===== config.mk =====
export PLATFORM = sky130hd
export DESIGN_NAME = ndef_record_encoder_unit
export DESIGN_NICKNAME = d
export VERILOG_FILES = /design/src/design/ndefenc_pkg.sv /design/src/design/ndef_record_encoder_unit.sv
export SDC_FILE = /design/constraint.sdc
export NUM_CORES = 1
export LEC_CHECK = 0
export ABC_AREA = 1
export CAP_MARGIN = 10
export CORE_MARGIN = 2
export CORE_UTILIZATION = 47
export DETAILED_ROUTE_END_ITERATION = 12
export DONT_BUFFER_PORTS = 1
export GPL_ROUTABILITY_DRIVEN = 0
export PLACE_DENSITY = 0.67
export SLEW_MARGIN = 20
export SYNTH_ARGS = -nofsm -noshare
export SYNTH_HDL_FRONTEND = slang
export SYNTH_SLANG_ARGS = --single-unit

===== constraint.sdc =====
create_clock -name clk -period 10.68 [get_ports clk]
set_input_delay 1.068 -clock clk [delete_from_list [all_inputs] [get_ports clk]]
set_output_delay 1.068 -clock clk [all_outputs]
set_load 0.02 [all_outputs]

===== src/design/ndefenc_pkg.sv =====
// Package for the NDEF record encoder: item structs, register indexes,
// header flag constants and command codes. No dependencies.
package ndefenc_pkg;

  // Configuration register indexes
  localparam logic [2:0] REG_TNF        = 3'd0;
  localparam logic [2:0] REG_TYPE_LEN   = 3'd1;
  localparam logic [2:0] REG_PAYLOAD_LEN = 3'd2;
  localparam logic [2:0] REG_ID_LEN     = 3'd3;
  localparam logic [2:0] REG_FIRST      = 3'd4;
  localparam logic [2:0] REG_LAST       = 3'd5;

  localparam int CfgIdxW  = 3;
  localparam int CfgDataW = 16;

  // Input commands
  localparam logic CMD_START = 1'b0;
  localparam logic CMD_BODY  = 1'b1;

  // Flags byte bits
  localparam logic [7:0] FLAG_MB = 8'h80;
  localparam logic [7:0] FLAG_ME = 8'h40;
  localparam logic [7:0] FLAG_SR = 8'h10;
  localparam logic [7:0] FLAG_IL = 8'h08;
  localparam logic [15:0] SHORT_MAX = 16'h00FF;

  // Body byte count and total width: type + payload + id lengths
  localparam int CountW = 17;

  // Header bytes held back after the first one (at most six)
  localparam int HdrRestN = 6;
  localparam int HdrLeftW = 3;

  typedef struct packed {
    logic       cmd;
    logic [7:0] body_byte;
  } in_item_t;

  typedef struct packed {
    logic [7:0] out_byte;
    logic       last_byte;
    logic       surplus;
  } out_item_t;

endpackage


===== src/design/ndef_record_encoder_unit.sv =====
// NDEF record encoder: header generation and body pass-through with counting.
// Depends on ndefenc_pkg.
//
// An accepted item's first result byte is registered and presented in the next cycle.
// Throughput: one body item per cycle unless out_ready stalls; a start item yields
// three to seven header bytes, one per cycle unless stalled, and the input is held off
// while the header bytes after the first drain from the header shift register.
// Reset: synchronous active-low; clears config registers, count, total, header state and valid.
module ndef_record_encoder_unit
  import ndefenc_pkg::*;
(
  input  logic                clk,
  input  logic                rst_n,
  input  logic                in_valid,
  output logic                in_ready,
  input  in_item_t            in_data,
  output logic                out_valid,
  input  logic                out_ready,
  output out_item_t           out_data,
  input  logic                cfg_we,
  input  logic [CfgIdxW-1:0]  cfg_index,
  input  logic [CfgDataW-1:0] cfg_wdata
);

  // Configuration registers
  logic [2:0]  tnf_r;
  logic [7:0]  type_len_r;
  logic [15:0] payload_len_r;
  logic [7:0]  id_len_r;
  logic        first_r;
  logic        last_r;

  always_ff @(posedge clk) begin
    if (!rst_n) begin
      tnf_r         <= '0;
      type_len_r    <= '0;
      payload_len_r <= '0;
      id_len_r      <= '0;
      first_r       <= 1'b0;
      last_r        <= 1'b0;
    end else if (cfg_we) begin
      case (cfg_index)
        REG_TNF:         tnf_r         <= cfg_wdata[2:0];
        REG_TYPE_LEN:    type_len_r    <= cfg_wdata[7:0];
        REG_PAYLOAD_LEN: payload_len_r <= cfg_wdata;
        REG_ID_LEN:      id_len_r      <= cfg_wdata[7:0];
        REG_FIRST:       first_r       <= cfg_wdata[0];
        REG_LAST:        last_r        <= cfg_wdata[0];
        default: ;
      endcase
    end
  end

  // Record state and output register
  logic [CountW-1:0]       body_count_r, body_count_nxt;
  logic [CountW-1:0]       body_total_r, body_total_nxt;
  logic [8*HdrRestN-1:0]   hdr_r, hdr_nxt;
  logic [HdrLeftW-1:0]     hdr_left_r, hdr_left_nxt;
  logic                    hdr_empty_r, hdr_empty_nxt;
  logic                    out_valid_r, out_valid_nxt;
  out_item_t               out_data_r, out_data_nxt;

  // Header built from the current configuration
  logic                    short_rec;
  logic                    has_id;
  logic [7:0]              flags;
  logic [CountW-1:0]       total_cfg;
  logic [8*HdrRestN-1:0]   hdr_rest;
  logic [HdrLeftW-1:0]     hdr_rest_n;

  always_comb begin
    short_rec = (payload_len_r <= SHORT_MAX);
    has_id    = (id_len_r != 8'd0);
    flags     = {5'd0, tnf_r};
    if (first_r)   flags = flags | FLAG_MB;
    if (last_r)    flags = flags | FLAG_ME;
    if (short_rec) flags = flags | FLAG_SR;
    if (has_id)    flags = flags | FLAG_IL;
    total_cfg = {9'd0, type_len_r} + {1'b0, payload_len_r} + {9'd0, id_len_r};
    // byte i of the remaining header sits at bits [8i+7:8i]
    hdr_rest = '0;
    if (short_rec) begin
      hdr_rest[7:0]   = type_len_r;
      hdr_rest[15:8]  = payload_len_r[7:0];
      hdr_rest[23:16] = id_len_r;
      hdr_rest_n      = has_id ? HdrLeftW'(3) : HdrLeftW'(2);
    end else begin
      hdr_rest[7:0]   = type_len_r;
      hdr_rest[15:8]  = 8'd0;
      hdr_rest[23:16] = 8'd0;
      hdr_rest[31:24] = payload_len_r[15:8];
      hdr_rest[39:32] = payload_len_r[7:0];
      hdr_rest[47:40] = id_len_r;
      hdr_rest_n      = has_id ? HdrLeftW'(6) : HdrLeftW'(5);
    end
  end

  // Handshake: output register frees on take; header drain blocks input
  logic out_free;
  logic in_acc;
  logic [CountW-1:0] count_inc;

  assign out_free  = !out_valid_r || out_ready;
  assign in_ready  = out_free && (hdr_left_r == '0);
  assign in_acc    = in_valid && in_ready;
  assign count_inc = body_count_r + CountW'(1);

  // Next-state logic
  always_comb begin
    body_count_nxt = body_count_r;
    body_total_nxt = body_total_r;
    hdr_nxt        = hdr_r;
    hdr_left_nxt   = hdr_left_r;
    hdr_empty_nxt  = hdr_empty_r;
    out_data_nxt   = out_data_r;
    out_valid_nxt  = out_valid_r && !out_ready;
    if (hdr_left_r != '0) begin
      if (out_free) begin
        // next pending header byte
        out_valid_nxt          = 1'b1;
        out_data_nxt.out_byte  = hdr_r[7:0];
        out_data_nxt.last_byte = (hdr_left_r == HdrLeftW'(1)) && hdr_empty_r;
        out_data_nxt.surplus   = 1'b0;
        hdr_nxt                = hdr_r >> 8;
        hdr_left_nxt           = hdr_left_r - HdrLeftW'(1);
      end
    end else if (in_acc) begin
      out_valid_nxt = 1'b1;
      if (in_data.cmd == CMD_START) begin
        // emit flags now, queue the rest of the header
        out_data_nxt.out_byte  = flags;
        out_data_nxt.last_byte = 1'b0;
        out_data_nxt.surplus   = 1'b0;
        hdr_nxt        = hdr_rest;
        hdr_left_nxt   = hdr_rest_n;
        hdr_empty_nxt  = (total_cfg == '0);
        body_count_nxt = '0;
        body_total_nxt = total_cfg;
      end else if (body_count_r >= body_total_r) begin
        // beyond the declared lengths: echo, not counted
        out_data_nxt.out_byte  = in_data.body_byte;
        out_data_nxt.last_byte = 1'b0;
        out_data_nxt.surplus   = 1'b1;
      end else begin
        out_data_nxt.out_byte  = in_data.body_byte;
        out_data_nxt.last_byte = (count_inc == body_total_r);
        out_data_nxt.surplus   = 1'b0;
        body_count_nxt         = count_inc;
      end
    end
  end

  // State registers
  always_ff @(posedge clk) begin
    if (!rst_n) begin
      body_count_r <= '0;
      body_total_r <= '0;
      hdr_left_r   <= '0;
      hdr_empty_r  <= 1'b0;
      out_valid_r  <= 1'b0;
    end else begin
      body_count_r <= body_count_nxt;
      body_total_r <= body_total_nxt;
      hdr_left_r   <= hdr_left_nxt;
      hdr_empty_r  <= hdr_empty_nxt;
      out_valid_r  <= out_valid_nxt;
    end
  end

  // Payload registers
  always_ff @(posedge clk) begin
    hdr_r      <= hdr_nxt;
    out_data_r <= out_data_nxt;
  end

  assign out_valid = out_valid_r;
  assign out_data  = out_data_r;

endmodule

After elaboration in Yosys (flattened, before gate mapping)
Index checks and enable logic that the tools add are counted.
Widths: inputs -> output; s select.
{"block": "word_totals", "regBits": 134, "latchBits": 0, "ram_bits": 0, "mem_bits_ro": 0, "in_bits": 33, "output_inout_bits": 12, "n_memories": 0}
{"block": "op_classes", "addsub": 4, "mul": 0, "div": 0, "order_cmp": 2, "n_eq_ne": 10, "shifts": 0, "n_mux": 27, "n_bitwise": 2, "n_reduce_logical": 23}
{"cell": "$mux 48", "n": 4}
{"cell": "$mux 24", "n": 2}
{"cell": "$mux 10", "n": 4}
{"cell": "$mux 17", "n": 2}
{"cell": "$add 17x1->17 const B", "n": 1}
{"cell": "$add 17x8->17", "n": 1}
{"cell": "$add 8x16->17", "n": 1}
{"cell": "$eq 17x17->1", "n": 1}
{"cell": "$ge 17x17->1", "n": 1}
{"cell": "$logic_not 17->1", "n": 1}
{"cell": "$le 16x8->1 const B", "n": 1}
{"cell": "$mux 3", "n": 5}
{"cell": "$reduce_and 2->1", "n": 7}
{"cell": "$reduce_and 3->1", "n": 3}
{"cell": "$mux 8", "n": 1}
{"cell": "$reduce_bool 8->1", "n": 1}
{"cell": "$mux 7", "n": 1}
{"cell": "$eq 3x1->1 const B", "n": 2}
{"cell": "$eq 3x2->1 const B", "n": 2}
{"cell": "$eq 3x3->1 const B", "n": 2}
{"cell": "$logic_not 3->1", "n": 2}
{"cell": "$mux 5", "n": 1}
{"cell": "$logic_and 1x1->1", "n": 4}
{"cell": "$mux 1", "n": 4}
{"cell": "other kinds (10)", "n": 14}

Longest topological paths before layout
{"block": "logic_depth", "word_depth": 7, "ltp_mapped": 18}

Worst setup path before layout
No wires, ideal clock.
{"block": "synth_path", "kind": "input-to-reg", "startpoint": "in in_data[8] in the netlist's numbering", "endpoint": "reg hdr_left_r[2]", "setup_ns": 0.120, "arrival_time_ns": 4.001, "required_ns": 10.560, "setup_slack_ns": 6.559, "cell_stages": 7, "path_buffers": 1, "path_cell_list": "buf_2 > nand2_1 > inv_2 > nor2_1 > inv_2 > o31ai_1 > inv_1"}
{"block": "synth_via", "elab_chain_cells": 2}
{"element": "start, declared", "line": "ndef_record_encoder_unit.sv:16", "rtl": "input in_item_t in_data,"}
{"element": "$ne 2x1->1 (no source line)"}
{"element": "$reduce_and 3->1 (no source line)"}
{"element": "end signal, assigned", "line": "ndef_record_encoder_unit.sv:164", "rtl": "hdr_left_r <= hdr_left_nxt;"}
{"element": "end, declared", "line": "ndef_record_encoder_unit.sv:58", "rtl": "logic [HdrLeftW-1:0] hdr_left_r, hdr_left_nxt;"}
No other way between the ends.
A chain may end at the register's enable or synchronous reset.

Worst setup path after layout
{"block": "layout_path", "startpoint": "reg hdr_left_r[0]", "endpoint": "out in_ready"}
{"block": "layout_via", "elab_chain_cells": 2}
{"element": "$logic_not 3->1", "line": "ndef_record_encoder_unit.sv:104", "rtl": "assign in_ready = out_free && (hdr_left_r == '0);"}
{"element": "$logic_and 1x1->1", "line": "ndef_record_encoder_unit.sv:104"}
{"element": "end, declared", "line": "ndef_record_encoder_unit.sv:15", "rtl": "output logic in_ready,"}
No other way between the ends.

==> run_results.csv <==
group,metric,value,unit
die,coreArea,15800,sq um
timing,rsz0062_at_grt,"false",
die,die_h,131,microns
logic_synthesis,synth_edf_count,58,
logic_synthesis,ys_types,45,
critical_path,required,9.61,ns
timing,setup_viol,0,
timing,hold_viol_final,0,
routing,vias,6264,
die,core.rowCount,46,
logic_synthesis,syn_area,7570,sq um
grt,use_met3,5.42,%
timing,fin_hold_ws,0.465,ns
grt,grt_pass1_wl,29700,microns
place,dp_hpwl,13700,microns
cts,ctsLongestPathBuffers,2,
logic_synthesis,ys_ff_latch,134,
critical_path,worstSetupPathType,"flop to primary output",
logic_synthesis,ys.flop_type,"dfxtp_1",
routing,ant_nets,0,
critical_path,crit_top_cell,"inv_1",
routing,drtPass1Iterations,5,
logic_synthesis,ys_seq_area_share,43.1,%
die,fp.dieArea,17100,sq um
grt,overflow,0,
timing,worst_pin_slew,0.978,ns
cts,numCtsBuffers,17,
critical_path,cp_num_buf_inv,3,
grt,busiest_layer,"met2",
timing,slew_violations,0,
run_status,status,"completed",
critical_path,cp_cell_sequence,"inv_1 -> ha_1 -> inv_1 -> nor2_4 -> inv_2 -> a21oi_1",
logic_synthesis,syn_area_per_cell,7.70,sq um
cts,insertion_delay,0.43,ns
routing,viasPerCell,5.19,
finish,syn_to_final_growth,9.96,%
timing,skew,0.0110,ns
timing,setup_tns,0,ns
cts,postCtsHoldBufs,0,
place,portBuffers,0,
timing,max_slew_margin,34.6,%
critical_path,endpoint_kind,"primary output",
cts,cts_tree,"built",
power,leakage,3.68,nW
cts,cts_setup_buffers,0,
timing,fmax,254,MHz
critical_path,max_stage_delay,0.60,ns
finish,nets,1050,
critical_path,ff2ff_setup_slack,7.52,ns
cts,htree_levels,4,
grt,grt_util_all_layers,22.6,%
routing,wirelength,18500,microns
die,initial_core_util,47.8,%
die,pin_count,45,
finish,drive_gt1_share,7.77,%
finish,final_core_util,52.6,%
cts,cts_sinks,134,
finish,diodes,0,
grt,grt_max_degree,64,
logic_synthesis,synth_nets,1054,
critical_path,worstPathArrival,2.86,ns
timing,period_share,36.8,%
logic_synthesis,ys.warnings.count,0,
logic_synthesis,synthCells,982,
die,dieWidth,131,microns
grt,use_met1,31.1,%
flow_run,drv_cap,0,
power,ir_drop,0.118,mV
cts,clkTransAtPathRegs,0.06,ns
routing,first_iter_violations,512,
routing,post-route-drc-count,0,
worst_hold_path,hold_path_class,"flop to flop",
cts,clockRootBuffer,"clkbuf_16",
grt,antenna_found_initial,0,
routing,wl_per_cell,15.3,microns
critical_path,path_delay_family,"buffers and inverters",
critical_path,worstPathMaxFanout,63,
grt,met2_usage,35.4,%
grt,grt_pass1_vias,5877,
logic_synthesis,synthArstFlopShare,0,%
timing,min_period,3.93,ns
critical_path,critPathLaunchType,"flop",
cts,cts-resized-gates,0,
critical_path,cp_slowest_cell,"inv_2",
power,p_per_area,236,nW/um^2
state kept, by name (all words and copies together) (netlist names):
name           flops
out_data          10
payload_len_r     16
first_r            1
hdr_left_r         3
hdr_r             48
hdr_empty_r        1
out_valid          1
body_total_r      17
type_len_r         8
last_r             1
body_count_r      17
tnf_r              3
id_len_r           8
power by group:
part | internal [W] | switching, W
sequential | 0.000730 | 0.0000891
clock | 0.000346 | 0.000240
combinational | 0.000171 | 0.000386
through the flow:
step                      power (W)  cell area (sq um)  worst slack, ns  std cells
after floorplan             0.00126               7570             6.56        982
after global placement      0.00137               7740             7.24       1175
after detailed placement    0.00138               7740             7.22       1175
after CTS                   0.00197               8320             6.76       1207
after global routing        0.00208               8320             6.53       1207
final                       0.00196               8320             6.75       1207
logic make-up (layout without fill, tap and decap cells):
| group | Yosys count | in the layout | share of synthesized area [%] |
|---|---|---|---|
| AO/OA/AOI/OAI | 124 | 124 | 10.1 |
| XOR/XNOR | 9 | 9 | 1.04 |
| adder cells (fa/ha/maj) | 39 | 39 | 7.34 |
| buffers and inverters | 140 | 149 | 7.23 |
| flip-flops | 134 | 134 | 43.1 |
| AND/OR/NAND/NOR | 536 | 536 | 31.2 |
worst paths after layout:
| path | depth (start not counted) | from | to |
|---|---|---|---|
| setup / recovery | 6 | hdr_left_r[0] | in_ready |
| hold / removal | 2 | body_total_r[0] | body_total_r[0] |
| setup reg to reg | 12 | hdr_left_r[0] | hdr_left_r[2] |
| hold reg to reg | 2 | body_total_r[0] | body_total_r[0] |
synthesized netlist by cell type (4+ instances only):
master / count / area share, %
nand2_2: 5 / 0.41
edfxtp_1: 58 / 23
inv_2: 7 / 0.35
a21oi_1: 37 / 2.4
nand3b_1: 4 / 0.40
nor3_1: 5 / 0.33
fa_1: 9 / 2.4
ha_1: 30 / 5.0
nor2_4: 7 / 1.0
dfxtp_1: 76 / 20
nand3_1: 73 / 4.8
a22o_1: 8 / 0.93
nor2_2: 4 / 0.33
o21ai_0: 53 / 3.5
o22ai_2: 10 / 1.7
nand2_1: 283 / 14
nand4_1: 16 / 1.3
clkbuf_1: 19 / 0.94
xor2_1: 7 / 0.81
inv_1: 106 / 5.3
nor2_1: 126 / 6.3
cell type report:
| class | count | area, sq um |
|---|---|---|
| fill | 1513 | 7510 |
| multi-input combinational | 708 | 3760 |
| sequential | 134 | 3260 |
| inverter | 116 | 435 |
| clock buffer | 18 | 429 |
| tap | 216 | 270 |
| clock inverter | 14 | 150 |
| timing repair buffer | 1 | 7.51 |
layer usage:
layer,wire [microns],part of all wire (%),vias up
met3,1130,6.1,27
li1,-,-,3203
met4,326,1.8,0
met1,8600,46,2850
met2,8480,46,184
met5,0,0,-
worst reg2reg max path, cell delays in order, from the launching register on:
cell and delay (ns):
dfxtp_1 0.32, inv_1 0.11, ha_1 0.18, inv_1 0.07, nor2_4 0.58, inv_2 0.60, o21ai_1 0.48, nor2_4 0.04
buf_4 0.32, inv_2 0.17, a21oi_1 0.07, o31ai_1 0.07, inv_1 0.06
layout by cell type (no fill, tap or decap), types with 3 or more instances in the layout:
cell type	netlist	routed
nor3_1	5	5
clkbuf_16	0	17
clkinv_4	0	3
inv_1	106	106
nand4_1	16	16
a22o_1	8	8
o22ai_2	10	10
nor2_4	7	8
a21oi_1	37	37
clkinv_1	3	4
nor2_2	4	4
inv_2	7	7
nor2_1	126	125
xor2_1	7	7
ha_1	30	30
edfxtp_1	58	58
nand2_1	283	283
fa_1	9	9
nand3_1	73	73
inv_6	0	3
nand3_2	3	3
nor2_8	3	3
o21ai_0	53	53
nand2_2	5	5
dfxtp_1	76	76
nand3b_1	4	4
Power figures use the tool's default switching activity.
